$ cat src/rtl/fwps_pkg.sv
`timescale 1ns / 1ps
// Package for the fill/wait pump sequencer: key codes, menu state type,
// beat widths and the time helper functions. No dependencies.
package fwps_pkg;

  localparam int unsigned InWidth  = 8;
  localparam int unsigned OutWidth = 56;

  localparam logic [2:0] KEY_NONE  = 3'd0;
  localparam logic [2:0] KEY_UP    = 3'd1;
  localparam logic [2:0] KEY_DN    = 3'd2;
  localparam logic [2:0] KEY_ENTER = 3'd3;

  localparam logic [5:0] SEC_MAX   = 6'd59;
  localparam logic [6:0] CENTI_MAX = 7'd90;
  localparam logic [6:0] CENTI_STEP = 7'd10;

  localparam logic [2:0] STEP_MAIN       = 3'd0;
  localparam logic [2:0] STEP_FILL_SEC   = 3'd1;
  localparam logic [2:0] STEP_FILL_CENTI = 3'd2;
  localparam logic [2:0] STEP_WAIT_SEC   = 3'd3;
  localparam logic [2:0] STEP_WAIT_CENTI = 3'd4;

  typedef enum logic [4:0] {
    MENU_MAIN       = 5'b00001,
    MENU_FILL_SEC   = 5'b00010,
    MENU_FILL_CENTI = 5'b00100,
    MENU_WAIT_SEC   = 5'b01000,
    MENU_WAIT_CENTI = 5'b10000
  } menu_t;

  // Seconds and centiseconds to milliseconds.
  function automatic logic [15:0] to_ms(input logic [5:0] sec, input logic [6:0] centi);
    to_ms = 16'(16'(sec) * 16'd1000) + 16'(16'(centi) * 16'd10);
  endfunction

  // Seconds field: wrap 0..59 both ways.
  function automatic logic [5:0] step_sec(input logic [5:0] v, input logic [2:0] key);
    step_sec = v;
    if (key == KEY_UP) begin
      step_sec = (v < SEC_MAX) ? v + 6'd1 : 6'd0;
    end else if (key == KEY_DN) begin
      step_sec = (v > 6'd0) ? v - 6'd1 : SEC_MAX;
    end
  endfunction

  // Centisecond field: steps of ten, wrap 0..90 both ways.
  function automatic logic [6:0] step_centi(input logic [6:0] v, input logic [2:0] key);
    step_centi = v;
    if (key == KEY_UP) begin
      step_centi = (v < CENTI_MAX) ? v + CENTI_STEP : 7'd0;
    end else if (key == KEY_DN) begin
      step_centi = (v > 7'd0) ? v - CENTI_STEP : CENTI_MAX;
    end
  endfunction

endpackage

$ cat src/rtl/fill_wait_pump_sequencer.sv
`timescale 1ns / 1ps
// Top level of the fill/wait pump sequencer: menu, manual fill, auto cycle
// and output staging. Depends on fwps_pkg.

// One input beat is one 1 ms tick; it takes one beat per clock cycle while
// in_tready is high, and each beat gives exactly one registered result beat.
// The state update is a single pass of small counters, compares and
// two constant multiplies (seconds*1000 + centis*10) from the state registers
// into the result register. A result register plus a one-deep skid register
// sit on the result side, so in_tready drops only when both hold beats that
// the downstream side has not yet taken. Results are the state after the
// tick: pump and lamp levels, bottle count, menu step and both times in ms.
module fill_wait_pump_sequencer (
  input  logic                              clk,
  input  logic                              rst_n,
  input  logic                              in_tvalid,
  output logic                              in_tready,
  // [0] manual_button, [1] clear_button, [2] auto_button, [5:3] key_code
  input  logic [fwps_pkg::InWidth-1:0]      in_tdata,
  output logic                              out_tvalid,
  input  logic                              out_tready,
  // [0] pump_on, [1] pump_lamp, [2] auto_lamp, [18:3] bottle_count,
  // [21:19] menu_step, [37:22] fill_ms, [53:38] wait_ms
  output logic [fwps_pkg::OutWidth-1:0]     out_tdata
);

  // Unpack the input beat.
  logic       man_lvl, clr_lvl, auto_lvl;
  logic [2:0] key;
  assign man_lvl  = in_tdata[0];
  assign clr_lvl  = in_tdata[1];
  assign auto_lvl = in_tdata[2];
  assign key      = in_tdata[5:3];

  logic in_accept;
  assign in_accept = in_tvalid & in_tready;

  // State registers.
  fwps_pkg::menu_t menu_r, menu_nxt;
  logic [5:0]  fill_sec_r, fill_sec_nxt, wait_sec_r, wait_sec_nxt;
  logic [6:0]  fill_cen_r, fill_cen_nxt, wait_cen_r, wait_cen_nxt;
  logic [15:0] bottles_r, bottles_nxt;
  logic [15:0] ticks_r, ticks_nxt;
  logic [15:0] phase_len_r, phase_len_nxt;
  logic [15:0] manual_r, manual_nxt;
  logic        phase_fill_r, phase_fill_nxt;
  logic        pump_r, pump_nxt;
  logic        lamp_r, lamp_nxt;
  logic        auto_lamp_r, auto_lamp_nxt;

  logic [15:0] fill_ms_cur, wait_ms_cur;
  logic        do_rest;

  assign fill_ms_cur = fwps_pkg::to_ms(fill_sec_r, fill_cen_r);
  assign wait_ms_cur = fwps_pkg::to_ms(wait_sec_r, wait_cen_r);

  always_comb begin
    menu_nxt       = menu_r;
    fill_sec_nxt   = fill_sec_r;
    fill_cen_nxt   = fill_cen_r;
    wait_sec_nxt   = wait_sec_r;
    wait_cen_nxt   = wait_cen_r;
    bottles_nxt    = bottles_r;
    phase_len_nxt  = phase_len_r;
    manual_nxt     = manual_r;
    phase_fill_nxt = phase_fill_r;
    pump_nxt       = pump_r;
    lamp_nxt       = lamp_r;
    auto_lamp_nxt  = auto_lamp_r;
    do_rest        = 1'b0;

    // Elapsed time saturates at full scale.
    ticks_nxt = (ticks_r != 16'hFFFF) ? ticks_r + 16'd1 : ticks_r;

    case (menu_r)
      fwps_pkg::MENU_FILL_SEC: begin
        if (key == fwps_pkg::KEY_ENTER) menu_nxt = fwps_pkg::MENU_FILL_CENTI;
        else fill_sec_nxt = fwps_pkg::step_sec(fill_sec_r, key);
      end
      fwps_pkg::MENU_FILL_CENTI: begin
        if (key == fwps_pkg::KEY_ENTER) menu_nxt = fwps_pkg::MENU_WAIT_SEC;
        else fill_cen_nxt = fwps_pkg::step_centi(fill_cen_r, key);
      end
      fwps_pkg::MENU_WAIT_SEC: begin
        if (key == fwps_pkg::KEY_ENTER) menu_nxt = fwps_pkg::MENU_WAIT_CENTI;
        else wait_sec_nxt = fwps_pkg::step_sec(wait_sec_r, key);
      end
      fwps_pkg::MENU_WAIT_CENTI: begin
        if (key == fwps_pkg::KEY_ENTER) menu_nxt = fwps_pkg::MENU_MAIN;
        else wait_cen_nxt = fwps_pkg::step_centi(wait_cen_r, key);
      end
      default: begin
        menu_nxt = fwps_pkg::MENU_MAIN;
        if (manual_r != 16'd0) begin
          // Manual fill running: count down, ignore inputs until it ends.
          manual_nxt = manual_r - 16'd1;
          if (manual_nxt == 16'd0) begin
            pump_nxt = 1'b0;
            lamp_nxt = 1'b0;
            do_rest  = 1'b1;
          end
        end else if (man_lvl) begin
          manual_nxt = fill_ms_cur;
          pump_nxt   = 1'b1;
          lamp_nxt   = 1'b1;
          if (fill_ms_cur == 16'd0) begin
            // Zero fill time: pump drops in the same tick.
            pump_nxt = 1'b0;
            lamp_nxt = 1'b0;
            do_rest  = 1'b1;
          end
        end else begin
          do_rest = 1'b1;
        end

        if (do_rest) begin
          if (clr_lvl) bottles_nxt = 16'd0;
          if (auto_lvl) begin
            auto_lamp_nxt = 1'b1;
            if (ticks_nxt >= phase_len_r) begin
              ticks_nxt      = 16'd0;
              phase_fill_nxt = ~phase_fill_r;
              pump_nxt       = ~phase_fill_r;
              lamp_nxt       = ~phase_fill_r;
              if (!phase_fill_r) begin
                phase_len_nxt = fill_ms_cur;
                bottles_nxt   = bottles_nxt + 16'd1;
              end else begin
                phase_len_nxt = wait_ms_cur;
              end
            end
          end else begin
            pump_nxt      = 1'b0;
            auto_lamp_nxt = 1'b0;
          end
          if (key == fwps_pkg::KEY_ENTER) menu_nxt = fwps_pkg::MENU_FILL_SEC;
        end
      end
    endcase
  end

  // Encode the menu position for the result beat.
  logic [2:0] step_code;
  always_comb begin
    case (menu_nxt)
      fwps_pkg::MENU_FILL_SEC:   step_code = fwps_pkg::STEP_FILL_SEC;
      fwps_pkg::MENU_FILL_CENTI: step_code = fwps_pkg::STEP_FILL_CENTI;
      fwps_pkg::MENU_WAIT_SEC:   step_code = fwps_pkg::STEP_WAIT_SEC;
      fwps_pkg::MENU_WAIT_CENTI: step_code = fwps_pkg::STEP_WAIT_CENTI;
      default:                   step_code = fwps_pkg::STEP_MAIN;
    endcase
  end

  logic [fwps_pkg::OutWidth-1:0] result;
  assign result = {2'b00,
                   fwps_pkg::to_ms(wait_sec_nxt, wait_cen_nxt),
                   fwps_pkg::to_ms(fill_sec_nxt, fill_cen_nxt),
                   step_code, bottles_nxt, auto_lamp_nxt, lamp_nxt, pump_nxt};

  // Advance state on every accepted beat.
  always_ff @(posedge clk) begin
    if (!rst_n) begin
      menu_r       <= fwps_pkg::MENU_MAIN;
      fill_sec_r   <= '0;
      fill_cen_r   <= '0;
      wait_sec_r   <= '0;
      wait_cen_r   <= '0;
      bottles_r    <= '0;
      ticks_r      <= '0;
      phase_len_r  <= '0;
      manual_r     <= '0;
      phase_fill_r <= 1'b0;
      pump_r       <= 1'b0;
      lamp_r       <= 1'b0;
      auto_lamp_r  <= 1'b0;
    end else if (in_accept) begin
      menu_r       <= menu_nxt;
      fill_sec_r   <= fill_sec_nxt;
      fill_cen_r   <= fill_cen_nxt;
      wait_sec_r   <= wait_sec_nxt;
      wait_cen_r   <= wait_cen_nxt;
      bottles_r    <= bottles_nxt;
      ticks_r      <= ticks_nxt;
      phase_len_r  <= phase_len_nxt;
      manual_r     <= manual_nxt;
      phase_fill_r <= phase_fill_nxt;
      pump_r       <= pump_nxt;
      lamp_r       <= lamp_nxt;
      auto_lamp_r  <= auto_lamp_nxt;
    end
  end

  // Result register with a one-deep skid behind it.
  logic                          out_valid_r, skid_valid_r;
  logic [fwps_pkg::OutWidth-1:0] out_data_r, skid_data_r;

  assign in_tready  = ~skid_valid_r;
  assign out_tvalid = out_valid_r;
  assign out_tdata  = out_data_r;

  always_ff @(posedge clk) begin
    if (!rst_n) begin
      out_valid_r  <= 1'b0;
      skid_valid_r <= 1'b0;
    end else if (!out_valid_r || out_tready) begin
      // Result slot frees up: refill from skid first, else from the new beat.
      if (skid_valid_r) begin
        out_valid_r  <= 1'b1;
        skid_valid_r <= 1'b0;
      end else begin
        out_valid_r <= in_accept;
      end
    end else if (in_accept) begin
      // Downstream stalled: park the new beat.
      skid_valid_r <= 1'b1;
    end
  end

  always_ff @(posedge clk) begin
    if (!out_valid_r || out_tready) begin
      if (skid_valid_r) out_data_r <= skid_data_r;
      else if (in_accept) out_data_r <= result;
    end else if (in_accept) begin
      skid_data_r <= result;
    end
  end

  // The skid only holds a beat behind a full result register.
  assert property (@(posedge clk) disable iff (!rst_n) skid_valid_r |-> out_valid_r)
    else $error("skid holds a beat while the result register is empty");

  // A beat taken during an output stall must land in the skid.
  assert property (@(posedge clk) disable iff (!rst_n)
                   (in_accept && out_valid_r && !out_tready) |=> skid_valid_r)
    else $error("beat accepted under stall was not parked");

  // A running manual fill keeps the pump driven.
  assert property (@(posedge clk) disable iff (!rst_n) (manual_r != 16'd0) |-> pump_r)
    else $error("pump off during manual fill countdown");

  // The bottle count moves only on an accepted tick.
  assert property (@(posedge clk) disable iff (!rst_n) !in_accept |=> $stable(bottles_r))
    else $error("bottle count changed without a tick");

endmodule

$ cat config.mk
export PLATFORM = sky130hd
export DESIGN_NAME = fill_wait_pump_sequencer
export DESIGN_NICKNAME = d
export VERILOG_FILES = /design/src/rtl/fwps_pkg.sv /design/src/rtl/fill_wait_pump_sequencer.sv
export SDC_FILE = /design/constraint.sdc
export NUM_CORES = 1
export LEC_CHECK = 0
export BUFFER_PORTS_ARGS = -buffer_cell sky130_fd_sc_hd__buf_2
export CAP_MARGIN = 20
export CORE_MARGIN = 1
export CORE_UTILIZATION = 63
export CTS_BUF_LIST = sky130_fd_sc_hd__clkbuf_4 sky130_fd_sc_hd__clkbuf_8
export CTS_CLUSTER_SIZE = 40
export DETAILED_ROUTE_END_ITERATION = 8
export PLACE_DENSITY_LB_ADDON = 0.2
export REMOVE_ABC_BUFFERS = 1
export SETUP_SLACK_MARGIN = 0.5
export SLEW_MARGIN = 20
export SYNTH_ARGS = -nofsm -noshare
export SYNTH_HDL_FRONTEND = slang
export SYNTH_SLANG_ARGS = --single-unit
$ cat constraint.sdc
create_clock -name clk -period 8.15 [get_ports clk]
set_clock_uncertainty 0.2 [all_clocks]
set_input_delay 0.815 -clock clk [delete_from_list [all_inputs] [get_ports clk]]
set_output_delay 0.815 -clock clk [all_outputs]
set_load 0.05 [all_outputs]
==> results of run 1 <==
## per-layer routing
metal / vias to the layer above / GRT usage (%) / part of all wire (%)
li1: 7199 / - / -
met1: 7031 / 39.80 / 45
met2: 541 / 51.28 / 47
met3: 78 / 4.232 / 6.1
met4: 0 / 9.802 / 2.4
met5: - / 0 / 0
## how the worst max path moves through the flow
| stage | endpoint | cells past startpoint | slack [ns] | startpoint |
|---|---|---|---|---|
| after floorplan | out_tdata[53]$_DFFE_PP_ | 20 | 1.00 | in_tdata[3] |
| after global placement | out_tdata[53]$_DFFE_PP_ | 25 | 1.32 | in_tdata[4] |
| after detailed placement | phase_len_r[2]$_SDFFE_PN0P_ | 22 | 1.25 | fill_sec_r[2]$_SDFFE_PN0P_ |
| after CTS | phase_len_r[2]$_SDFFE_PN0P_ | 22 | 1.20 | fill_sec_r[2]$_SDFFE_PN0P_ |
| after global routing | out_tdata[15]$_DFFE_PP_ | 22 | 0.95 | fill_sec_r[2]$_SDFFE_PN0P_ |
| final | out_tdata[15]$_DFFE_PP_ | 22 | 1.29 | fill_sec_r[2]$_SDFFE_PN0P_ |
## stage by stage
stage	setup slack (ns)	hold slack (ns)	area, µm²
2_1_floorplan	1.001	0.2319	17130
3_3_place_gp	1.323	0.2390	18140
3_5_place_dp	1.251	0.2446	18140
4_1_cts	1.197	0.2525	18900
5_1_grt	0.9498	0.2678	18910
6_report	1.287	0.2544	18910
## critical path: stages (launching register included)
cell and delay (ns):
dfxtp_1 0.61, inv_1 0.25, fa_1 0.54, inv_1 0.09, ha_1 0.30, inv_1 0.06
fa_1 0.58, inv_1 0.06, ha_1 0.28, a21oi_1 0.31, nor2b_1 0.09, nor2_1 0.12
xnor2_1 0.14, ha_1 0.29, a21boi_0 0.15, o22ai_1 0.41, xnor2_1 0.26, and3b_1 0.28
a41o_1 0.39, o211ai_2 0.31, buf_4 0.30, or4_1 0.50, a31oi_1 0.18
## area by class of cell
class                   instances  area share (%)
flip-flops and latches        204           27.10
well taps                     372           2.461
clock inverters                18          0.8269
inverters                     179           3.553
multi-input cells            1533           60.09
repair buffers                 91           2.779
clock buffers                  47           3.189
## cell families after synthesis
logic type	count (synthesis)	share of synthesized area [%]
other	1	0.02142
adders and majority gates	260	21.16
xor gates and xnor gates	107	5.483
and+or+nand+nor	627	17.18
AOI/OAI and AO/OA	497	18.47
buffers and inverters	270	6.055
muxes	38	2.352
DFF	204	29.28
## power by group
part / internal, µW / leakage, µW / switching, µW
sequential: 1200 / 0.00179 / 81.2
clock: 580 / 0.000398 / 440
combinational: 518 / 0.00612 / 1050
## placed cells by master, fill, tap and decap left out, types with 20 or more instances in the layout
cell,instances
nor3_1,48
nand3_1,56
buf_2,63
inv_1,177
mux2_2,25
or3_1,25
edfxtp_1,104
nor2_1,163
xor2_1,30
nor2b_1,28
xnor2_1,74
nand2_1,182
a31oi_1,32
dfxtp_1,99
buf_4,28
a21oi_1,173
o21ai_0,101
ha_1,200
nand4_1,20
fa_1,60
clkbuf_8,40
## state kept, by name (all words and copies together), names as in the netlist, 5 cells and up
signal	count
fill_cen_r	7
ticks_r	16
phase_len_r	15
manual_r	16
bottles_r	16
out_tdata	52
menu_r	5
skid_data_r	52
wait_sec_r	6
fill_sec_r	6
wait_cen_r	7
==> impl_metrics.toml, run 1 <==
[yosys]
ys_top_cells_by_area = "edfxtp_1 18%, ha_1 14%, dfxtp_1 11%"
synth-edff-count = 104
ys_async_sr_fraction_pct = 0
synth_top_area_share_pct = 17.84
ys_top_cells_by_count = "200 x ha_1, 183 x nand2_1, 178 x inv_1, 173 x a21oi_1, 164 x nor2_1"
yosys_warnings = 0
synth-seq-cells = 204
synth_cell_type_count = 93
yosysTopAreaCell = "edfxtp_1"
ys_seq_area_share_pct = 29.28
ys.flop_type = "edfxtp_1"
syn_inst = 2004
syn_area_mm2 = 0.01750
post_synth.cell_area_avg_um2 = 8.734
yosysMostFrequentCell = "ha_1"

[cells_and_area]
n_antenna_cell = 0
stdcell_count = 2444
fin_util_pct = 69.79
area_growth_pct = 8.056
drive_gt1_share_pct = 10.57
nets = 2317
n_fill_cell = 2158
multiInputGateArea_mm2 = 0.01136
seq_area_mm2 = 0.005126

[die]
start_util_pct = 64.58
die_h_um = 168.7
die_x_um = 168.7
fp.dieArea_mm2 = 0.02845
ios = 70
rows = 60
core-area_mm2 = 0.02710

[timing]
slew_headroom_pct = 23.28
period_share_pct = 84.21
clock.fmax_ghz = 0.1457
finalHoldViolations = 0
drv_slew = 0
post-route-min-period_ns = 6.863
setup-violations-final = 0
tns_ns = 0
rsz0062_at_grt = "false"
worstMarginPinSlew_ns = 1.146

[global_route]
grt-ovfl-total = 0
grt_pass1_vias = 14572
antenna_found_initial = 0
grt_max_degree = 65
grt_pass1_wl_um = 70330
grt_usage_pct = 30.25

[detailed_routing]
vias = 14849
drc = 0
viasPerCell = 6.076
ant_nets = 0
drt_iter0_drc = 1148
routedWlPerCell_um = 17.24
drt_wl_total_um = 42140
dr.pass1.iters = 6

[worst_setup_path]
r2r_cells = 22
cp-start-kind = "register"
r2r-start = "fill_sec_r[2]$_SDFFE_PN0P_"
r2r-end = "out_tdata[15]$_DFFE_PP_"
required_ns = 8.33
cp_max_fo = 15
arrival_ns = 7.05
worstSetupPathType = "reg -> reg"
endpoint_kind = "register"
r2r_slack_ns = 1.29

[clocking]
clk_latency_ns = 0.53
post_cts_buffers = 0
clk_pin_slew_ns = 0.07
numCtsBuffers = 36
cts.sinks = 204
clockBufferDepth = 3
hold_buffers = 0
cts_tree = "built"
cts_root_buf = "clkbuf_8"
cts_resized = 0
cts-htree-levels = 2

[min_path]
whs_path_depth = 2
min_path_type = "reg -> reg"
whs_endpoint = "phase_len_r[14]$_SDFFE_PN0P_"
hold_start = "phase_len_r[14]$_SDFFE_PN0P_"

[power]
pwr_density_cell_mw_per_mm2 = 205.1
vdd_drop_max_mv = 0.1292
total_power_uw = 3879
leakage_uw = 0.008309

[placed_design]
place.gp.congestion = 0.8958
port_buffers = 63
placed_cells = 2378
hpwl_um = 30770

[outcome]
status = "finished, final reports clean"

[flow_run]
cap_violations = 0
No activity file was read; power rests on OpenSTA's default activity.
==> run 2: changes to the inputs <==
==> constraint.sdc (replaced) <==
create_clock -name clk -period 6.9 [get_ports clk]
set_clock_uncertainty 0.2 [all_clocks]
set_input_delay 0.69 -clock clk [delete_from_list [all_inputs] [get_ports clk]]
set_output_delay 0.69 -clock clk [all_outputs]
set_load 0.05 [all_outputs]
==> run 2 against run 1 <==
Critical path depth did not move. Core utilization rose by 0.84 points. Combinational power rose by 20%. Largest cell class unchanged. Routed wire length rose by 2.0%. Highest routed layer is now met5. Global-route usage rose by 0.082 points. Clock-buffer cell count rose by 2. Largest power group unchanged. Non-clock buffer count rose by 18. Worst hold slack got worse by 0.059 ns. Final cell count rose by 0.78%. Sequential share of layout area fell by 0.28 points.
==> impl_metrics.toml, run 2 (same netlist as run 1, synthesis figures left out) <==
[detailed_routing]
drt_iter0_drc = 1088
top_layer = "met5"
dr.pass1.iters = 6
viasPerCell = 6.118
drc = 0
wl_met3_um = 3084
ant_nets = 0
vias = 15068
drt_wl_total_um = 42990
routedWlPerCell_um = 17.45
wl_met2_um = 20170
met1_length_um = 18230

[clocking]
clk_latency_ns = 0.56
clk_pin_slew_ns = 0.06
cts-htree-levels = 2
cts.sinks = 204
clockBufferDepth = 3
cts_tree = "built"
cts_root_buf = "clkbuf_8"
numCtsBuffers = 36

[timing]
setup-violations-final = 0
post-route-min-period_ns = 6.195
slew_headroom_pct = 25.09
period_share_pct = 89.78
finalHoldViolations = 0
rsz0062_at_grt = "true"
drv_slew = 0
clock.fmax_ghz = 0.1614
fin_hold_ws_ns = 0.1958
fin_ws_ns = 0.7051
worstMarginPinSlew_ns = 1.122

[placed_design]
port_buffers = 63
place_ws_ns = 0.1606
place.gp.congestion = 0.8999
hpwl_um = 31740
placed_cells = 2394

[global_route]
grt_max_degree = 59
grt_pass1_vias = 14507
grt_usage_pct = 30.33
antenna_found_initial = 2
grt-ovfl-total = 0
grt_pass1_wl_um = 70010

[cells_and_area]
final_common_cell = "ha_1"
fin_util_pct = 70.62
n_fill_cell = 2097
final_cell_mix = "198 x ha_1, 181 x nand2_1, 175 x inv_1"
drive_gt1_share_pct = 12.82
n_antenna_cell = 0
stdcell_count = 2463
area_growth_pct = 9.350
nets = 2335

[die]
die_h_um = 168.7
rows = 60
die_x_um = 168.7
start_util_pct = 64.58
core-area_mm2 = 0.02710
fp.dieArea_mm2 = 0.02845
ios = 70

[worst_setup_path]
arrival_ns = 6.27
endpoint_kind = "register"
worstSetupPathType = "reg -> reg"
required_ns = 6.98
slowest_stage = "fa_1"
cp_max_fo = 13
cp-start-kind = "register"
slowest_delay_ns = 0.53
crit_chain = "or3_1, or3_1, buf_4, o21ai_0, o41ai_2, inv_1, fa_1, ha_1, inv_1, fa_1, inv_1, ha_1, fa_1, xor2_1, ha_1, or3_1, o21ai_0, a21oi_2, and3_1, nand3_1, xnor2_1, mux2_2"

[power]
pwr_density_cell_mw_per_mm2 = 240.9
leakage_uw = 0.008426
vdd_drop_max_mv = 0.1575

[flow_run]
cap_violations = 0

[outcome]
status = "finished, final reports clean"

[min_path]
min_path_type = "in -> reg"
==> run 2: cell types whose count changed in the layout (fill, tap and decap cells not counted), moves of 4 or more <==
| cell | previous run | this run |
|---|---|---|
| a21oi_2 | 0 | 5 |
| dfxtp_1 | 99 | 93 |
| a21oi_1 | 173 | 168 |
| buf_4 | 28 | 46 |
| dfxtp_2 | 1 | 7 |
| clkbuf_4 | 7 | 11 |
| xnor2_1 | 74 | 70 |
| xnor2_2 | 1 | 5 |
==> run 2: layout make-up <==
cell class | instances | area (µm²) | share of cell area (%)
multi-input combinational | 1533 | 11460 | 59.89
clock buffer | 49 | 605.6 | 3.164
timing repair buffer | 109 | 660.6 | 3.452
inverter | 179 | 671.9 | 3.510
tap | 372 | 465.4 | 2.432
clock inverter | 17 | 140.1 | 0.7322
sequential | 204 | 5134 | 26.82
==> run 2: metal layers <==
layer / vias to the layer above / global-route usage, %
met5: - / 0
met4: 2 / 12.61
met3: 118 / 5.565
met2: 558 / 51.37
met1: 7143 / 38.04
li1: 7247 / -
==> run 2: metrics by stage <==
step / TNS, ns / power, µW / instance area (µm²)
floorplan: -0.4206 / 2852 / 17130
global placement: 0 / 3328 / 18260
detailed placement: 0 / 3378 / 18260
CTS: 0 / 4557 / 19020
global route: 0 / 4847 / 19140
finish: 0 / 4610 / 19140
==> run 2: repair_timing <==
| action | in CTS | in global routing |
|---|---|---|
| pin swaps | 0 | 4 |
| gates resized for setup | 3 | 29 |
| hold buffers | 0 | 0 |
| endpoints found under the setup margin | 4 | 81 |
| buffers inserted | 0 | 3 |
==> run 2: final timing paths <==
check                                             startpoint                      endpoint  slack [ns]  cells past startpoint
worst min register to register  phase_len_r[13]$_SDFFE_PN0P_  phase_len_r[13]$_SDFFE_PN0P_        0.26                      2
worst min-delay path                             in_tdata[2]      auto_lamp_r$_SDFFE_PN0P_        0.20                      3
worst max register to register        menu_r[0]$_SDFFE_PN1P_       out_tdata[53]$_DFFE_PP_        0.71                     22
worst max-delay path                  menu_r[0]$_SDFFE_PN1P_       out_tdata[53]$_DFFE_PP_        0.71                     22
==> run 2: critical path, delay by kind of cell, from the launching register on <==
family                     cells  cell delay (ns)
AOI/OAI and AO/OA              4             0.54
xor gates and xnor gates       2             0.27
adders and majority gates      6             2.29
buffers and inverters          4             0.42
DFF                            1             0.38
muxes                          1             0.26
and+or+nand+nor                5             1.56
==> run 2: where the power goes <==
part	total, µW	switching (µW)	internal [µW]	leakage [µW]
clock	1190	537	651	0.000387
sequential	1530	111	1420	0.00180
combinational	1890	1240	652	0.00624
total	4610	1880	2730	0.00843
==> run 3: changes to the inputs <==
--- a/config.mk
+++ b/config.mk
@@ -5,11 +5,12 @@
 export SDC_FILE = /design/constraint.sdc
 export NUM_CORES = 1
 export LEC_CHECK = 0
+export ABC_AREA = 1
 export BUFFER_PORTS_ARGS = -buffer_cell sky130_fd_sc_hd__buf_2
 export CAP_MARGIN = 20
 export CORE_MARGIN = 1
 export CORE_UTILIZATION = 63
-export CTS_BUF_LIST = sky130_fd_sc_hd__clkbuf_4 sky130_fd_sc_hd__clkbuf_8
+export CTS_BUF_LIST = sky130_fd_sc_hd__clkbuf_16
 export CTS_CLUSTER_SIZE = 40
 export DETAILED_ROUTE_END_ITERATION = 8
 export PLACE_DENSITY_LB_ADDON = 0.2
==> run 3 against run 2 <==
Register-to-register slack improved by 0.10 ns. Power rose by 8.5%. Via count rose by 6.8%. First-iteration DRC count rose by 11%. Die area rose by 4.0%. Worst setup slack improved by 0.095 ns. Clock power rose by 4%.
==> impl_metrics.toml, run 3 <==
[yosys]
yosys_warnings = 0
ys.flop_type = "edfxtp_1"
yosysTopAreaCell = "edfxtp_1"
ys_top_cells_by_area = "edfxtp_1 17%, ha_1 14%, nand2_1 12%"
synth_top_area_share_pct = 17.15
syn_area_mm2 = 0.01821
ys_async_sr_fraction_pct = 0
post_synth.cell_area_avg_um2 = 7.406
syn_inst = 2459
ys_top_cells_by_count = "579 x nand2_1, 389 x inv_1, 200 x ha_1, 181 x nor2_1, 165 x a21oi_1"
synth_cell_type_count = 56
ys_seq_area_share_pct = 28.14
synth-seq-cells = 204
yosysMostFrequentCell = "nand2_1"
synth-edff-count = 104

[detailed_routing]
drt_wl_total_um = 42410
routedWlPerCell_um = 14.59
drt_iter0_drc = 1210
dr.pass1.iters = 5
ant_nets = 0
drc = 0
vias = 16097
viasPerCell = 5.537

[timing]
drv_slew = 0
slew_headroom_pct = 28.12
clock.fmax_ghz = 0.1639
setup-violations-final = 0
rsz0062_at_grt = "true"
period_share_pct = 88.40
worstMarginPinSlew_ns = 1.078
tns_ns = 0
finalHoldViolations = 0
post-route-min-period_ns = 6.100

[die]
start_util_pct = 64.84
rows = 61
die_h_um = 172.0
fp.dieArea_mm2 = 0.02959
die_x_um = 172.0
ios = 70
core-area_mm2 = 0.02809

[placed_design]
postPlaceCellArea_mm2 = 0.01894
port_buffers = 63
placed_cells = 2863
hpwl_um = 31380
place.gp.congestion = 0.9275

[cells_and_area]
final_common_cell = "nand2_1"
multiInputGateArea_mm2 = 0.01134
seq_area_mm2 = 0.005125
n_fill_cell = 2371
final_cell_mix = "578 x nand2_1, 390 x inv_1, 200 x ha_1"
n_antenna_cell = 0
nets = 2783
design_area_mm2 = 0.01977
drive_gt1_share_pct = 8.501
stdcell_count = 2907
area_growth_pct = 8.574

[power]
total_power_uw = 5004
pwr_density_cell_mw_per_mm2 = 253.1
vdd_drop_max_mv = 0.2000
leakage_uw = 0.009880

[min_path]
min_path_type = "reg -> reg"

[global_route]
grt_pass1_wl_um = 71590
grt-ovfl-total = 0
grt_max_degree = 83
antenna_found_initial = 0
grt_pass1_vias = 15301
grt_usage_pct = 29.57

[clocking]
cts-htree-levels = 1
cts_tree = "built"
cts.sinks = 204
clockBufferDepth = 3
clk_latency_ns = 0.53
hold_buffers = 0
clk_pin_slew_ns = 0.06
cts_root_buf = "clkbuf_16"
numCtsBuffers = 24

[worst_setup_path]
cp_max_fo = 11
slowest_stage = "fa_1"
endpoint_kind = "register"
cp-start-kind = "primary input"
required_ns = 6.97
arrival_ns = 6.17
path_common_cell = "nand2_1"
worstSetupPathType = "in -> reg"
slowest_delay_ns = 0.54

[outcome]
status = "finished, final reports clean"

[flow_run]
cap_violations = 0
-- run 3: final timing paths --
check,start,end,slack [ns],cells past startpoint
worst max-delay path,in_tdata[3],out_tdata[36]$_DFFE_PP_,0.80,31
worst min-delay path,phase_len_r[5]$_SDFFE_PN0P_,phase_len_r[5]$_SDFFE_PN0P_,0.27,2
worst max register to register,fill_sec_r[1]$_SDFFE_PN0P_,out_tdata[36]$_DFFE_PP_,0.81,30
worst min register to register,phase_len_r[5]$_SDFFE_PN0P_,phase_len_r[5]$_SDFFE_PN0P_,0.27,2
-- run 3: repair_timing --
action | 4_1_cts | 5_1_grt
setup buffers | 0 | 0
pin swaps | 0 | 1
resized for setup | 1 | 25
setup endpoints to repair | 1 | 93
-- run 3: final cells by class --
cell class	instances	share of cell area [%]
sequential	204	25.92
multi-input combinational	1783	57.33
timing repair buffer	95	2.809
tap	378	2.392
clock inverter	19	0.7087
inverter	403	7.682
clock buffer	25	3.164
-- run 3: per-layer routing --
layer | up-vias | track usage (%) | wire length [µm]
met5 | - | 0 | 0
met4 | 0 | 7.195 | 699
met3 | 58 | 3.479 | 2236
met2 | 398 | 51.74 | 20220
met1 | 7554 | 38.72 | 19250
li1 | 8087 | - | -
-- run 3: critical path, delay by kind of cell --
family          cells  cell delay (ns)
buf+inv             7             0.69
simple gates       13             1.77
xor+xnor            2             0.32
fa+ha+maj           6             2.36
compound gates      3             0.31
-- run 3: stage by stage --
stage                     hold WS [ns]  util [%]  setup WS (ns)
after floorplan                 0.2453         -        -0.2785
after global placement          0.2559     67.42         0.2909
after detailed placement        0.2623     67.42         0.1485
after CTS                       0.2710     70.17         0.5474
after global routing            0.2963     70.40         0.3869
final                           0.2741     70.40         0.8004
-- run 3: kinds of logic (layout without fill, tap and decap cells) --
| group | count (synthesis) | after routing | share of synthesized area (%) |
|---|---|---|---|
| and+or+nand+nor | 1003 | 1003 | 23.53 |
| buffers and inverters | 475 | 542 | 10.20 |
| AOI/OAI and AO/OA | 401 | 401 | 12.24 |
| adders and majority gates | 260 | 260 | 20.34 |
| DFF | 204 | 204 | 28.14 |
| xor gates and xnor gates | 114 | 114 | 5.482 |
| other | 1 | 4 | 0.02059 |
| muxes | 1 | 1 | 0.05496 |
-- run 3: power by group --
group | internal [µW] | switching, µW
logic | 713 | 1500
clock network | 727 | 515
registers | 1470 | 70.9
